**src/hdl/sppt_pkg.sv**
```systemverilog
`timescale 1ns / 1ps
package sppt_pkg;
   localparam int NUMBER_BITS_DEF = 32;
   localparam logic [31:0] PSEUDO_EXCEPTION = 32'd3215031751;
   localparam int BASE_COUNT = 4;

   function automatic logic [2:0] base_value(input logic [1:0] idx);
      logic [2:0] v;
      case (idx)
         2'd0: v = 3'd2;
         2'd1: v = 3'd3;
         2'd2: v = 3'd5;
         default: v = 3'd7;
      endcase
      return v;
   endfunction

   // controller to datapath commands
   typedef enum logic [3:0] {
      OP_NONE  = 4'b0001,
      OP_LOAD  = 4'b0010,
      OP_BASE  = 4'b0100,
      OP_MUL   = 4'b1000
   } op_type;

   typedef struct packed {
      op_type     op;
      logic [1:0] base_idx;
      logic       sel_square;   // 1: x*x, 0: acc*sq
      logic       dest_acc;     // product written to acc, else sq
   } cmd_type;

   typedef struct packed {
      logic mul_done;
      logic trivial;      // result known without exponentiation
      logic trivial_prime;
      logic exp_bit;      // current exponent bit
      logic exp_last;     // no exponent bits left
      logic acc_is_one;
      logic acc_is_nm1;
      logic s_more;       // more squarings allowed
      logic is_exception;
   } stat_type;
endpackage

```
**src/hdl/sppt_datapath.sv**
```systemverilog
`timescale 1ns / 1ps
module sppt_datapath
   import sppt_pkg::*;
#(
   parameter int NUMBER_BITS = NUMBER_BITS_DEF
) (
   input  logic                   clock,
   input  logic                   reset,
   input  logic [NUMBER_BITS-1:0] number,
   input  cmd_type                cmd,
   output stat_type               stat
);
   localparam int NB = NUMBER_BITS;
   localparam int CW = $clog2(2 * NB + 1);
   localparam int SW = $clog2(NB + 1);

   logic [NB-1:0] n_ff, d_ff, e_ff, acc_ff, sq_ff, m_ff;
   logic [NB-1:0] d_in, e_in, acc_in, sq_in, m_in;
   logic [SW-1:0] s_ff, s_in, k_ff, k_in;
   // shift-add modular multiplier: one multiplier bit a cycle, MSB first
   logic [NB-1:0] ma_ff, ma_in, mr_ff, mr_in;
   logic [CW-1:0] mc_ff, mc_in;
   logic          busy_ff, busy_in;
   logic          done_ff;
   logic [NB:0]   dbl, dbl_r, add, add_r;
   logic [NB-1:0] bval;
   logic [NB-1:0] nm1;
   logic [NB-1:0] prod;
   // residues mod 3/5/7, one bit of n folded in per idle cycle, MSB first
   logic [NB-1:0] rs_ff, rs_in;
   logic [2:0]    r3_ff, r3_in, r5_ff, r5_in, r7_ff, r7_in;
   logic [3:0]    t3, t5, t7;

   always_comb begin
      bval = NB'(base_value(cmd.base_idx));
      nm1  = n_ff - NB'(1);
      dbl  = {mr_ff, 1'b0};
      dbl_r = (dbl >= {1'b0, n_ff}) ? dbl - {1'b0, n_ff} : dbl;
      add  = dbl_r + (m_ff[NB-1] ? {1'b0, ma_ff} : '0);
      add_r = (add >= {1'b0, n_ff}) ? add - {1'b0, n_ff} : add;
      prod = mr_ff;
      t3   = {r3_ff, rs_ff[NB-1]};
      t5   = {r5_ff, rs_ff[NB-1]};
      t7   = {r7_ff, rs_ff[NB-1]};
   end

   always_comb begin
      d_in = d_ff; s_in = s_ff; e_in = e_ff; acc_in = acc_ff; sq_in = sq_ff;
      k_in = k_ff; ma_in = ma_ff; mr_in = mr_ff; m_in = m_ff;
      mc_in = mc_ff; busy_in = busy_ff;
      rs_in = rs_ff; r3_in = r3_ff; r5_in = r5_ff; r7_in = r7_ff;
      case (cmd.op)
         OP_LOAD: begin
            // n-1 = d*2^s: strip trailing zeros one per cycle
            d_in  = number - NB'(1);
            s_in  = '0;
            rs_in = number;
            r3_in = '0; r5_in = '0; r7_in = '0;
         end
         OP_BASE: begin
            e_in   = d_ff;
            acc_in = NB'(1);
            sq_in  = (bval >= n_ff) ? bval - n_ff : bval;
            k_in   = SW'(1);
         end
         OP_MUL: begin
            ma_in   = cmd.sel_square ? sq_ff : acc_ff;
            m_in    = sq_ff;
            if (cmd.dest_acc && cmd.sel_square) begin
               ma_in = acc_ff; m_in = acc_ff;
            end
            mr_in   = '0;
            mc_in   = CW'(NB);
            busy_in = 1'b1;
         end
         default: begin
            if (d_ff != '0 && !d_ff[0]) begin
               d_in = d_ff >> 1;
               s_in = s_ff + SW'(1);
            end
            // folds past the last bit keep zero residues zero, others nonzero
            rs_in = rs_ff << 1;
            r3_in = (t3 >= 4'd3) ? 3'(t3 - 4'd3) : 3'(t3);
            r5_in = (t5 >= 4'd5) ? 3'(t5 - 4'd5) : 3'(t5);
            r7_in = (t7 >= 4'd7) ? 3'(t7 - 4'd7) : 3'(t7);
         end
      endcase
      if (busy_ff) begin
         mr_in = add_r[NB-1:0];
         m_in  = m_ff << 1;
         mc_in = mc_ff - CW'(1);
         if (mc_ff == CW'(1)) busy_in = 1'b0;
      end
   end

   always_ff @(posedge clock) begin
      if (reset) begin
         busy_ff <= 1'b0;
         done_ff <= 1'b0;
      end else begin
         busy_ff <= busy_in;
         done_ff <= busy_ff && (mc_ff == CW'(1));
      end
      d_ff <= d_in; s_ff <= s_in; ma_ff <= ma_in; mr_ff <= mr_in;
      m_ff <= m_in; mc_ff <= mc_in;
      rs_ff <= rs_in; r3_ff <= r3_in; r5_ff <= r5_in; r7_ff <= r7_in;
      if (cmd.op == OP_LOAD) n_ff <= number;
      // write-back of the finished product
      if (done_ff && cmd.op == OP_NONE) begin
         if (cmd.dest_acc) begin
            acc_ff <= prod;
            if (cmd.sel_square) k_ff <= k_ff + SW'(1);
         end else begin
            sq_ff <= prod;
            e_ff  <= e_ff >> 1;
         end
      end else begin
         e_ff <= e_in; acc_ff <= acc_in; sq_ff <= sq_in; k_ff <= k_in;
      end
   end

   logic [NB-1:0] n_in_v;
   always_comb begin
      n_in_v = n_ff;
      stat.mul_done      = done_ff;
      stat.exp_bit       = e_ff[0];
      stat.exp_last      = (e_ff == '0);
      stat.acc_is_one    = (acc_ff == NB'(1));
      stat.acc_is_nm1    = (acc_ff == nm1);
      stat.s_more        = (k_ff < s_ff);
      stat.is_exception  = (NB == 32) && (32'(n_ff) == PSEUDO_EXCEPTION);
      stat.trivial_prime = (n_in_v == NB'(2)) || (n_in_v == NB'(3)) ||
                           (n_in_v == NB'(5)) || (n_in_v == NB'(7));
      stat.trivial = (n_in_v < NB'(2)) || stat.trivial_prime || !n_in_v[0] ||
                     (r3_ff == 3'd0) || (r5_ff == 3'd0) || (r7_ff == 3'd0);
   end
endmodule

```
**src/hdl/sppt_control.sv**
```systemverilog
`timescale 1ns / 1ps
module sppt_control
   import sppt_pkg::*;
(
   input  logic     clock,
   input  logic     reset,
   input  logic     start,
   output logic     busy,
   input  stat_type stat,
   output cmd_type  cmd,
   output logic     rsp_valid,
   output logic     rsp_is_prime
);
   typedef enum logic [8:0] {
      ST_IDLE   = 9'b0_0000_0001,
      ST_SPLIT  = 9'b0_0000_0010,
      ST_BASE   = 9'b0_0000_0100,
      ST_STEP   = 9'b0_0000_1000,
      ST_WAIT   = 9'b0_0001_0000,
      ST_CHECK  = 9'b0_0010_0000,
      ST_SQWAIT = 9'b0_0100_0000,
      ST_DONE   = 9'b0_1000_0000,
      ST_SQ     = 9'b1_0000_0000
   } state_type;

   state_type  state_ff, state_in;
   logic [1:0] base_ff, base_in;
   logic [5:0] split_ff, split_in;
   logic       accmul_ff, accmul_in;
   logic       result_ff, result_in;
   logic       sq_ff, sq_in;

   always_comb begin
      state_in = state_ff; base_in = base_ff; split_in = split_ff;
      accmul_in = accmul_ff; result_in = result_ff; sq_in = sq_ff;
      cmd = '{op: OP_NONE, base_idx: base_ff, sel_square: sq_ff, dest_acc: accmul_ff};
      case (state_ff)
         ST_IDLE: if (start) begin
            cmd.op = OP_LOAD; split_in = '0; state_in = ST_SPLIT;
         end
         ST_SPLIT: begin
            // trailing-zero strip and residue folding
            split_in = split_ff + 6'd1;
            if (split_ff == 6'd34) begin
               if (stat.trivial) begin
                  result_in = stat.trivial_prime; state_in = ST_DONE;
               end else begin
                  base_in = '0; state_in = ST_BASE;
               end
            end
         end
         ST_BASE: begin
            cmd.op = OP_BASE; state_in = ST_STEP;
         end
         ST_STEP: begin
            sq_in = 1'b0;
            if (stat.exp_last) state_in = ST_CHECK;
            else if (stat.exp_bit) begin
               // acc*sq when bit set, then sq*sq
               accmul_in = 1'b1;
               cmd.op = OP_MUL; cmd.sel_square = 1'b0; cmd.dest_acc = 1'b1;
               state_in = ST_WAIT;
            end else begin
               accmul_in = 1'b0; state_in = ST_SQ;
            end
         end
         ST_SQ: begin
            // sq*sq, written back with the exponent shift
            accmul_in = 1'b0;
            cmd.op = OP_MUL; cmd.sel_square = 1'b1; cmd.dest_acc = 1'b0;
            state_in = ST_WAIT;
         end
         ST_WAIT: if (stat.mul_done) begin
            if (accmul_ff) begin
               accmul_in = 1'b0; state_in = ST_SQ;
            end else state_in = ST_STEP;
         end
         ST_CHECK: begin
            if ((stat.acc_is_one && sq_ff == 1'b0) || stat.acc_is_nm1) begin
               sq_in = 1'b0;
               if (base_ff == 2'(BASE_COUNT - 1)) begin
                  result_in = !stat.is_exception; state_in = ST_DONE;
               end else begin
                  base_in = base_ff + 2'd1; state_in = ST_BASE;
               end
            end else if (stat.s_more) begin
               sq_in = 1'b1; accmul_in = 1'b1;
               cmd.op = OP_MUL; cmd.sel_square = 1'b1; cmd.dest_acc = 1'b1;
               state_in = ST_SQWAIT;
            end else begin
               sq_in = 1'b0; result_in = 1'b0; state_in = ST_DONE;
            end
         end
         ST_SQWAIT: if (stat.mul_done) state_in = ST_CHECK;
         ST_DONE: state_in = ST_IDLE;
         default: state_in = ST_IDLE;
      endcase
   end

   always_ff @(posedge clock) begin
      if (reset) begin
         state_ff <= ST_IDLE; sq_ff <= 1'b0; accmul_ff <= 1'b0;
      end else begin
         state_ff <= state_in; sq_ff <= sq_in; accmul_ff <= accmul_in;
      end
      base_ff <= base_in; split_ff <= split_in; result_ff <= result_in;
   end

   assign busy         = (state_ff != ST_IDLE);
   assign rsp_valid    = (state_ff == ST_DONE);
   assign rsp_is_prime = result_ff;
endmodule

```
**src/hdl/strong_probable_prime_test_core.sv**
```systemverilog
`timescale 1ns / 1ps
// Numbers the small checks settle are answered straight after the split phase; others
// go through the exponentiation for up to four bases, paced by the bit-serial modular
// multiplier.
// Throughput: one number at a time; next start taken the cycle after the strobe.
// Result: rsp_valid pulses one cycle; the receiver cannot stall.
// Reset: synchronous, active high; clears the controller to idle.
module strong_probable_prime_test_core
   import sppt_pkg::*;
#(
   parameter int NUMBER_BITS = NUMBER_BITS_DEF
) (
   input  logic                   clock,
   input  logic                   reset,
   input  logic                   start,
   output logic                   busy,
   input  logic [NUMBER_BITS-1:0] req_number,
   output logic                   rsp_valid,
   output logic                   rsp_is_prime
);
   cmd_type  cmd;
   stat_type stat;

   // controller sequences split, per-base exponentiation and strong check
   sppt_control u_ctrl (
      .clock(clock), .reset(reset), .start(start), .busy(busy),
      .stat(stat), .cmd(cmd), .rsp_valid(rsp_valid), .rsp_is_prime(rsp_is_prime)
   );

   // datapath holds n, d, s and the shift-add modular multiplier
   sppt_datapath #(.NUMBER_BITS(NUMBER_BITS)) u_dp (
      .clock(clock), .reset(reset), .number(req_number), .cmd(cmd), .stat(stat)
   );
endmodule

```
**config.mk**
```make
export PLATFORM = sky130hd
export DESIGN_NAME = strong_probable_prime_test_core
export DESIGN_NICKNAME = d
export VERILOG_FILES = /design/src/hdl/sppt_pkg.sv /design/src/hdl/sppt_datapath.sv /design/src/hdl/sppt_control.sv /design/src/hdl/strong_probable_prime_test_core.sv
export SDC_FILE = /design/constraint.sdc
export NUM_CORES = 1
export LEC_CHECK = 0
export BUFFER_PORTS_ARGS = -buffer_cell sky130_fd_sc_hd__clkbuf_2
export CORE_AREA = 3 3 264 292
export DETAILED_ROUTE_END_ITERATION = 10
export DIE_AREA = 0 0 267 295
export GPL_ROUTABILITY_DRIVEN = 1
export PLACE_DENSITY_LB_ADDON = 0.25
export RECOVER_POWER = 50
export SLEW_MARGIN = 20
export SYNTH_ARGS = -nofsm -noshare
export SYNTH_HDL_FRONTEND = slang
export SYNTH_HIERARCHICAL = 1
export SYNTH_SLANG_ARGS = --single-unit
```
**constraint.sdc**
```tcl
create_clock -name clock -period 8.7 [get_ports clock]
set_clock_uncertainty 0.2 [all_clocks]
set_input_delay 2.175 -clock clock [delete_from_list [all_inputs] [get_ports clock]]
set_output_delay 2.175 -clock clock [all_outputs]
set_load 0.02 [all_outputs]
```
==> results of run 1 <==
sequential cells by signal, summed over array words and instances, names as in the netlist, 2 cells and up:
signal	cells
u_dp/n_ff	32
u_dp/r3_ff	3
u_ctrl/state_ff	9
u_ctrl/split_ff	6
u_dp/r7_ff	3
u_dp/r5_ff	3
u_dp/sq_ff	32
u_dp/mr_ff	32
u_dp/ma_ff	32
u_dp/acc_ff	32
u_dp/k_ff	6
u_dp/s_ff	6
u_dp/m_ff	32
u_dp/e_ff	32
u_dp/d_ff	32
u_dp/rs_ff	32
u_ctrl/base_ff	2
u_dp/mc_ff	7
logic make-up (layout without fill, tap and decap cells):
kind of cell | count (synthesis) | in the layout | synth area share, %
other | 0 | 2 | 0
buffers and inverters | 174 | 283 | 3.19
flip-flops | 338 | 338 | 45.1
adder cells (fa/ha/maj) | 124 | 124 | 7.13
AND/OR/NAND/NOR | 886 | 886 | 19.6
multiplexers | 83 | 83 | 4.00
XOR/XNOR | 176 | 176 | 6.95
AO/OA/AOI/OAI | 502 | 502 | 14.0
Yosys cell counts, drive strengths merged, types with 30 or more instances:
master and count:
nand2 373, edfxtp 324, a21oi 156, o21ai 142, nor2 126, xnor2 124, ha 120, inv 97
nand3 66, clkbuf 60, and2 58, a21o 54, nor3 54, xor2 52, nor4 48, mux2 46
mux2i 37, or2 30
per-layer routing:
| metal | vias to the layer above | part of all wire [%] | global-route usage, % | wire length (µm) |
|---|---|---|---|---|
| li1 | 8472 | - | - | - |
| met1 | 8647 | 45 | 24.1 | 32800 |
| met2 | 471 | 47 | 30.5 | 34100 |
| met3 | 122 | 4.3 | 2.11 | 3100 |
| met4 | 0 | 3.5 | 5.93 | 2540 |
| met5 | - | 0 | 0 | 0 |
power by group through the flow:
stage                     Combinational [µW]  Clock [µW]  Sequential [µW]
final                                    662        1840             2190
after global routing                     746        1950             2210
after CTS                                666        1890             2190
after detailed placement                 661           0             2220
after global placement                   644           0             2210
after floorplan                          482           0             2170
final timing paths:
check / slack (ps) / depth (start not counted) / startpoint / end
worst max-delay path: 450 / 31 / u_dp/n_ff[11]$_DFFE_PP_ / u_dp/mr_ff[24]$_SDFFCE_PN0P_
worst min register to register: 300 / 2 / u_ctrl/state_ff[6]$_SDFFE_PP0P_ / u_ctrl/state_ff[6]$_SDFFE_PP0P_
worst min-delay path: 300 / 2 / u_ctrl/state_ff[6]$_SDFFE_PP0P_ / u_ctrl/state_ff[6]$_SDFFE_PP0P_
worst max register to register: 450 / 31 / u_dp/n_ff[11]$_DFFE_PP_ / u_dp/mr_ff[24]$_SDFFCE_PN0P_
repair_timing:
item,4_1_cts,5_1_grt
gates cloned,0,0
pin swaps,0,4
setup buffers,0,14
hold endpoints to repair,0,0
endpoints found under the setup margin,3,32
resized for setup,2,16
worst max-delay path: cells and delay by family (launching register included):
family	cells	cell delay [ps]
and+or+nand+nor	11	2710
AOI/OAI and AO/OA	12	2270
muxes	1	350
adders and majority gates	3	1210
buffers and inverters	3	600
DFF	1	490
xor gates and xnor gates	1	220
cell type report:
type	count	area, µm²
Fill cell	7718	49100
Multi-Input combinational cell	1771	11500
Sequential cell	338	10000
Tap cell	963	1200
Clock buffer	49	1080
Timing Repair Buffer	113	687
Inverter	97	364
Clock inverter	24	354
Antenna cell	2	5.00
through the flow:
| stage | power, µW | utilization [%] | setup slack [ps] | hold WS [ps] |
|---|---|---|---|---|
| 4_1_cts | 4750 | 33.9 | 14.2 | 298 |
| 6_report | 4690 | 33.9 | 451 | 296 |
| 3_5_place_dp | 2880 | 32.0 | 18.1 | 291 |
| 5_1_grt | 4900 | 33.9 | -20.5 | 319 |
| 3_3_place_gp | 2860 | 31.9 | 139 | 288 |
| 2_1_floorplan | 2660 | - | 84.9 | 255 |
==> impl_results.html, run 1 <==
<table>
<tr><th>Metric</th><th>Value</th></tr>
<tr><th colspan="2">Outcome</th></tr>
<tr><td>Run status</td><td>finished, violations left</td></tr>
<tr><td>Violated checks</td><td>capacitance limit, slew limit</td></tr>
<tr><th colspan="2">Floorplanning</th></tr>
<tr><td>Number of ports placed on the die boundary</td><td>38</td></tr>
<tr><td>Row count</td><td>105</td></tr>
<tr><td>Starting Density</td><td>29.8%</td></tr>
<tr><td>Overall die height</td><td>295 µm</td></tr>
<tr><td>Horizontal extent of the die</td><td>267 µm</td></tr>
<tr><td>Die area</td><td>78,800 µm²</td></tr>
<tr><td>Core footprint</td><td>74,400 µm²</td></tr>
<tr><th colspan="2">Critical path</th></tr>
<tr><td>Worst setup path category</td><td>register to register</td></tr>
<tr><td>CP arrival</td><td>8460 ps</td></tr>
<tr><td>WP data required</td><td>8910 ps</td></tr>
<tr><td>Most prevalent standard cell on the critical path</td><td>sky130_fd_sc_hd__ha_1</td></tr>
<tr><td>Critical Path Sink Type</td><td>register</td></tr>
<tr><td>Slowest stage cell on the critical path</td><td>sky130_fd_sc_hd__or4b_1</td></tr>
<tr><td>Slowest cell delay on critical path</td><td>520 ps</td></tr>
<tr><td>Crit Path Max Fanout</td><td>13</td></tr>
<tr><td>Critical Path Start Type</td><td>register</td></tr>
<tr><th colspan="2">Timing</th></tr>
<tr><td>Achievable frequency</td><td>0.121 GHz</td></tr>
<tr><td>Slew headroom</td><td>-66.4%</td></tr>
<tr><td>Setup violations, final</td><td>0</td></tr>
<tr><td>Slew Viols, Final</td><td>240</td></tr>
<tr><td>Transition time of the tightest slew-check pin</td><td>2500 ps</td></tr>
<tr><td>Minimum clock period</td><td>8250 ps</td></tr>
<tr><td>Setup TNS</td><td>0 ps</td></tr>
<tr><td>Setup repair after global routing missed its margin</td><td>true</td></tr>
<tr><td>Final hold violations</td><td>0</td></tr>
<tr><td>Post-route fraction of the period consumed by the critical path</td><td>94.8%</td></tr>
<tr><th colspan="2">Cells and area</th></tr>
<tr><td>Final cell count without fillers</td><td>3,357</td></tr>
<tr><td>Nets@finish</td><td>2,521</td></tr>
<tr><td>Highest-count cells in the layout ignoring fill and taps</td><td>sky130_fd_sc_hd__nand2_1, sky130_fd_sc_hd__edfxtp_1, sky130_fd_sc_hd__a21oi_1</td></tr>
<tr><td>Most common cell after layout, fill and taps aside</td><td>sky130_fd_sc_hd__nand2_1</td></tr>
<tr><td>Synthesis-to-finish area growth</td><td>13.8%</td></tr>
<tr><td>Design area</td><td>25,200 µm²</td></tr>
<tr><td>Proportion of layout cells with a drive suffix above 1</td><td>9.74%</td></tr>
<tr><th colspan="2">Routing</th></tr>
<tr><td>1st-pass router iterations</td><td>5</td></tr>
<tr><td>Final routed wire length divided by cell count</td><td>21.6 µm</td></tr>
<tr><td>Number of routed nets with antenna violations</td><td>0</td></tr>
<tr><td>DRC errors left</td><td>0</td></tr>
<tr><td>Via count normalized by instance count</td><td>5.28</td></tr>
<tr><td>Number of vias after detailed routing</td><td>17,700</td></tr>
<tr><td>Final Routed Wirelength</td><td>72,500 µm</td></tr>
<tr><td>Detailed router's first-iteration violation count</td><td>1,259</td></tr>
<tr><th colspan="2">Placed design</th></tr>
<tr><td>Number of port buffers</td><td>37</td></tr>
<tr><td>Cell count after placement</td><td>3,268</td></tr>
<tr><td>Gp weighted congestion</td><td>0.941</td></tr>
<tr><td>Total half-perimeter wirelength after legalization and detailed placement</td><td>54,500 µm</td></tr>
<tr><td>Instance area after placement</td><td>23,800 µm²</td></tr>
<tr><th colspan="2">Clock tree</th></tr>
<tr><td>Root buf cell</td><td>sky130_fd_sc_hd__clkbuf_16</td></tr>
<tr><td>Clock-pin slew of the registers on the worst-case setup and hold paths</td><td>60 ps</td></tr>
<tr><td>Cts bufs inserted</td><td>41</td></tr>
<tr><td>CTS sink count</td><td>338</td></tr>
<tr><td>Number of buffers inserted by hold repair at cts</td><td>0</td></tr>
<tr><td>Buffers from clock root to sink, at most</td><td>3</td></tr>
<tr><td>H-tree depth</td><td>2</td></tr>
<tr><td>Clock tree from TritonCTS</td><td>yes</td></tr>
<tr><td>Worst skew pair latency</td><td>580 ps</td></tr>
<tr><th colspan="2">Synthesis</th></tr>
<tr><td>Total standard cell area after synthesis</td><td>22,200 µm²</td></tr>
<tr><td>Post-synthesis cell type with the largest combined area</td><td>sky130_fd_sc_hd__edfxtp_1</td></tr>
<tr><td>Count of flip-flops with a built-in enable after synthesis</td><td>324</td></tr>
<tr><td>Fraction of synthesis flops using an asynchronous set or reset pin</td><td>0%</td></tr>
<tr><td>Share of the yosys chip area belonging to registers</td><td>45.1%</td></tr>
<tr><td>Post-Synthesis Net Count</td><td>2,442</td></tr>
<tr><td>Average size of a mapped cell</td><td>9.72 µm²</td></tr>
<tr><td>Largest cells by area after synthesis</td><td>sky130_fd_sc_hd__edfxtp_1, sky130_fd_sc_hd__ha_1, sky130_fd_sc_hd__nand2_1, sky130_fd_sc_hd__xnor2_1, sky130_fd_sc_hd__a21oi_1</td></tr>
<tr><td>Ys Warns</td><td>6</td></tr>
<tr><td>Post-synth top area share</td><td>43.9%</td></tr>
<tr><td>Synthesized netlist cell count</td><td>2,283</td></tr>
<tr><td>Synth Register Bits</td><td>338</td></tr>
<tr><td>Prevailing post-synth register cell</td><td>sky130_fd_sc_hd__edfxtp_1</td></tr>
<tr><td>Post-synthesis cell type count</td><td>95</td></tr>
<tr><th colspan="2">Flow run</th></tr>
<tr><td>Max-cap violation count</td><td>6</td></tr>
<tr><th colspan="2">GRT</th></tr>
<tr><td>Initial antenna violation count</td><td>1</td></tr>
<tr><td>Wire length of the first global-routing pass</td><td>109,000 µm</td></tr>
<tr><td>Largest net degree at the start of global routing</td><td>66</td></tr>
<tr><td>Vias in the first global route</td><td>17,400</td></tr>
<tr><td>Total Routing Usage GR</td><td>18.1%</td></tr>
<tr><td>Global route overflow</td><td>0</td></tr>
<tr><th colspan="2">Pwr</th></tr>
<tr><td>Internal power</td><td>3410 µW</td></tr>
<tr><td>PwrDens</td><td>186 nW/µm²</td></tr>
<tr><td>Sw power</td><td>1280 µW</td></tr>
<tr><td>Seq pwr share</td><td>46.6%</td></tr>
<tr><td>Switching share of total power</td><td>27.3%</td></tr>
<tr><td>Logic pwr share</td><td>14.1%</td></tr>
<tr><td>Clock power share</td><td>39.2%</td></tr>
<tr><td>Leak pwr</td><td>0.0100 µW</td></tr>
<tr><td>VDD IR-drop max</td><td>0.168 mV</td></tr>
<tr><th colspan="2">Worst hold path</th></tr>
<tr><td>Class of the tightest hold or removal check</td><td>register to register</td></tr>
</table>
(Power assumes the default switching activity.)
==> run 2, diff against run 1 <==
--- a/config.mk
+++ b/config.mk
@@ -6,9 +6,9 @@
 export NUM_CORES = 1
 export LEC_CHECK = 0
 export BUFFER_PORTS_ARGS = -buffer_cell sky130_fd_sc_hd__clkbuf_2
-export CORE_AREA = 3 3 264 292
+export CORE_AREA = 3 3 216 239
 export DETAILED_ROUTE_END_ITERATION = 10
-export DIE_AREA = 0 0 267 295
+export DIE_AREA = 0 0 219 242
 export GPL_ROUTABILITY_DRIVEN = 1
 export PLACE_DENSITY_LB_ADDON = 0.25
 export RECOVER_POWER = 50
==> impl_results.html, run 2 (synthesized netlist as in run 1, its figures left out) <==
<table>
<tr><th>Metric</th><th>Value</th></tr>
<tr><th colspan="2">Timing</th></tr>
<tr><td>Setup violations, final</td><td>0 (unchanged)</td></tr>
<tr><td>Setup repair after global routing missed its margin</td><td>false</td></tr>
<tr><td>Minimum clock period</td><td>8140 ps (-104 ps)</td></tr>
<tr><td>Transition time of the tightest slew-check pin</td><td>2510 ps (+18.4 ps)</td></tr>
<tr><td>Post-route fraction of the period consumed by the critical path</td><td>93.6% (-1.2 points)</td></tr>
<tr><td>Slew headroom</td><td>-67.6% (-1.2 points)</td></tr>
<tr><td>Final hold violations</td><td>0 (unchanged)</td></tr>
<tr><td>Achievable frequency</td><td>0.123 GHz (+1.3%)</td></tr>
<tr><td>Setup TNS</td><td>0 ps (unchanged)</td></tr>
<tr><td>Slew Viols, Final</td><td>312 (+30%)</td></tr>
<tr><th colspan="2">GRT</th></tr>
<tr><td>Wire length of the first global-routing pass</td><td>100,000 µm (-7.7%)</td></tr>
<tr><td>Largest net degree at the start of global routing</td><td>93 (+41%)</td></tr>
<tr><td>Total Routing Usage GR</td><td>24.3% (+6.3 points)</td></tr>
<tr><td>Initial antenna violation count</td><td>2 (+1)</td></tr>
<tr><td>Global route overflow</td><td>0 (unchanged)</td></tr>
<tr><td>Vias in the first global route</td><td>17,100 (-1.4%)</td></tr>
<tr><th colspan="2">Worst hold path</th></tr>
<tr><td>Startpoint of the most critical hold path</td><td>u_ctrl/sq_ff$_SDFFE_PP0P_</td></tr>
<tr><td>Number of cells traversed by the worst hold path</td><td>2 (unchanged)</td></tr>
<tr><td>End of the worst hold path</td><td>u_ctrl/sq_ff$_SDFFE_PP0P_</td></tr>
<tr><td>Class of the tightest hold or removal check</td><td>register to register</td></tr>
<tr><th colspan="2">Clock tree</th></tr>
<tr><td>Buffers from clock root to sink, at most</td><td>3 (unchanged)</td></tr>
<tr><td>Cts bufs inserted</td><td>37 (-9.8%)</td></tr>
<tr><td>Clock tree from TritonCTS</td><td>yes</td></tr>
<tr><td>Clock-pin slew of the registers on the worst-case setup and hold paths</td><td>70 ps (about the same)</td></tr>
<tr><td>Root buf cell</td><td>sky130_fd_sc_hd__clkbuf_16</td></tr>
<tr><td>Number of buffers inserted by hold repair at cts</td><td>0 (unchanged)</td></tr>
<tr><td>H-tree depth</td><td>2 (unchanged)</td></tr>
<tr><td>Worst skew pair latency</td><td>570 ps (about the same)</td></tr>
<tr><td>CTS sink count</td><td>338 (unchanged)</td></tr>
<tr><th colspan="2">Placed design</th></tr>
<tr><td>Cell count after placement</td><td>2,940 (-10%)</td></tr>
<tr><td>Gp weighted congestion</td><td>1.01 (+7.2%)</td></tr>
<tr><td>Number of port buffers</td><td>37 (unchanged)</td></tr>
<tr><td>Total half-perimeter wirelength after legalization and detailed placement</td><td>49,400 µm (-9.3%)</td></tr>
<tr><th colspan="2">Routing</th></tr>
<tr><td>DRC errors left</td><td>0 (unchanged)</td></tr>
<tr><td>Detailed router's first-iteration violation count</td><td>1,435 (+14%)</td></tr>
<tr><td>Final Routed Wirelength</td><td>65,400 µm (-9.9%)</td></tr>
<tr><td>Number of vias after detailed routing</td><td>17,600 (-0.56%)</td></tr>
<tr><td>Final routed wire length divided by cell count</td><td>21.7 µm (+0.27%)</td></tr>
<tr><td>1st-pass router iterations</td><td>5 (unchanged)</td></tr>
<tr><td>Via count normalized by instance count</td><td>5.84 (+11%)</td></tr>
<tr><td>Number of routed nets with antenna violations</td><td>0 (unchanged)</td></tr>
<tr><th colspan="2">Critical path</th></tr>
<tr><td>Crit Path Max Fanout</td><td>10 (-3)</td></tr>
<tr><td>Worst Reg-to-Reg Cells</td><td>34 (+9.7%)</td></tr>
<tr><td>Worst setup path category</td><td>register to register</td></tr>
<tr><td>Critical Path Sink Type</td><td>register</td></tr>
<tr><td>Reg2Reg Launch Point</td><td>u_dp/mr_ff[1]$_SDFFCE_PN0P_</td></tr>
<tr><td>Critical Path Start Type</td><td>register</td></tr>
<tr><td>RR Endpoint</td><td>u_dp/mr_ff[24]$_SDFFCE_PN0P_</td></tr>
<tr><td>WP data required</td><td>8910 ps (about the same)</td></tr>
<tr><td>Slowest stage cell on the critical path</td><td>sky130_fd_sc_hd__edfxtp_1</td></tr>
<tr><td>CP arrival</td><td>8360 ps (-100 ps)</td></tr>
<tr><td>Worst R2R Setup Slack</td><td>560 ps (+100 ps)</td></tr>
<tr><td>Slowest cell delay on critical path</td><td>520 ps (about the same)</td></tr>
<tr><th colspan="2">Outcome</th></tr>
<tr><td>Violated checks</td><td>capacitance limit, slew limit</td></tr>
<tr><td>Run status</td><td>finished, violations left</td></tr>
<tr><th colspan="2">Floorplanning</th></tr>
<tr><td>Die area</td><td>53,000 µm² (-33%)</td></tr>
<tr><td>Starting Density</td><td>45.1% (+15 points)</td></tr>
<tr><td>Overall die height</td><td>242 µm (-18%)</td></tr>
<tr><td>Horizontal extent of the die</td><td>219 µm (-18%)</td></tr>
<tr><td>Core footprint</td><td>49,100 µm² (-34%)</td></tr>
<tr><td>Number of ports placed on the die boundary</td><td>38 (unchanged)</td></tr>
<tr><td>Row count</td><td>85 (-19%)</td></tr>
<tr><th colspan="2">Cells and area</th></tr>
<tr><td>Highest-count cells in the layout ignoring fill and taps</td><td>sky130_fd_sc_hd__nand2_1, sky130_fd_sc_hd__edfxtp_1, sky130_fd_sc_hd__a21oi_1</td></tr>
<tr><td>Final cell count without fillers</td><td>3,018 (-10%)</td></tr>
<tr><td>Fill cell instance count of the final layout</td><td>4,580 (-41%)</td></tr>
<tr><td>Most common cell after layout, fill and taps aside</td><td>sky130_fd_sc_hd__nand2_1</td></tr>
<tr><td>Proportion of layout cells with a drive suffix above 1</td><td>8.71% (-1.0 points)</td></tr>
<tr><td>Number of inserted diodes</td><td>0 (-2)</td></tr>
<tr><td>Nets@finish</td><td>2,498 (-0.91%)</td></tr>
<tr><td>Synthesis-to-finish area growth</td><td>10.3%</td></tr>
<tr><th colspan="2">Flow run</th></tr>
<tr><td>Max-cap violation count</td><td>7 (+1)</td></tr>
<tr><th colspan="2">Pwr</th></tr>
<tr><td>Leak pwr</td><td>0.00981 µW (-2.2%)</td></tr>
<tr><td>PwrDens</td><td>180 nW/µm² (-3.0%)</td></tr>
<tr><td>VDD IR-drop max</td><td>0.167 mV (-0.78%)</td></tr>
</table>
==> run 2: cell types whose count changed in the layout (fill, tap and decap cells not counted), sizes merged <==
| cell | before | now |
|---|---|---|
| buf | 67 | 48 |
| clkbuf | 95 | 91 |
| bufinv | 7 | 2 |
| clkinv | 13 | 15 |
| diode | 2 | 0 |
==> run 2: power by group <==
group	total, µW	switching [µW]	internal, µW
logic	647	396	251
registers	2180	129	2050
clock network	1580	674	902
total	4410	1200	3210
==> run 2: how the worst max path moves through the flow <==
stage | startpoint | endpoint | slack, ps | depth (start not counted)
global route | u_dp/mr_ff[2]$_SDFFCE_PN0P_ | u_dp/mr_ff[0]$_SDFFCE_PN0P_ | 70 | 32
finish | u_dp/mr_ff[1]$_SDFFCE_PN0P_ | u_dp/mr_ff[24]$_SDFFCE_PN0P_ | 560 | 34
floorplan | u_dp/n_ff[16]$_DFFE_PP_ | u_dp/m_ff[10]$_DFFE_PP_ | 80 | 15
global placement | u_dp/n_ff[2]$_DFFE_PP_ | u_dp/mr_ff[25]$_SDFFCE_PN0P_ | 90 | 31
detailed placement | u_dp/n_ff[2]$_DFFE_PP_ | u_dp/mr_ff[25]$_SDFFCE_PN0P_ | 100 | 31
CTS | u_dp/n_ff[2]$_DFFE_PP_ | u_dp/mr_ff[25]$_SDFFCE_PN0P_ | 70 | 31
==> run 2: final cells by class <==
cell class | count | area [µm²] | share of cell area, %
multi-input cells | 1771 | 11500 | 47.1
well taps | 652 | 816 | 3.33
repair buffers | 94 | 539 | 2.20
inverters | 97 | 364 | 1.49
clock inverters | 21 | 190 | 0.777
flip-flops and latches | 338 | 10000 | 40.9
clock buffers | 45 | 1020 | 4.17
==> run 2: through the flow <==
step / setup slack, ps / cell area, µm² / hold WS [ps] / utilization, % / total power, µW
after global placement: 86.1 / 23200 / 294 / 47.3 / 2840
after floorplan: 84.9 / 22200 / 255 / - / 2660
after global routing: 68.1 / 24500 / 342 / 49.8 / 4630
after detailed placement: 99.9 / 23200 / 289 / 47.3 / 2860
after CTS: 70.7 / 24400 / 301 / 49.8 / 4450
final: 556 / 24500 / 303 / 49.8 / 4410
==> run 2: timing repair <==
item | 4_1_cts | 5_1_grt
setup buffers | 0 | 11
resized for setup | 0 | 14
endpoints found under the setup margin | 0 | 32
==> run 2: routing by layer <==
layer	global-route usage, %	vias to the layer above	part of all wire (%)
li1	-	8420	-
met5	0	-	0.015
met3	2.94	120	6.0
met4	8.10	2	3.4
met1	33.6	8490	44
met2	39.7	581	47
==> run 2: critical path, delay by kind of cell, from the launching register on <==
| family | cells | cell delay (ps) |
|---|---|---|
| fa+ha+maj | 3 | 1150 |
| simple gates | 11 | 2120 |
| buf+inv | 1 | 210 |
| flops | 1 | 520 |
| compound gates | 18 | 3480 |
| mux | 1 | 280 |
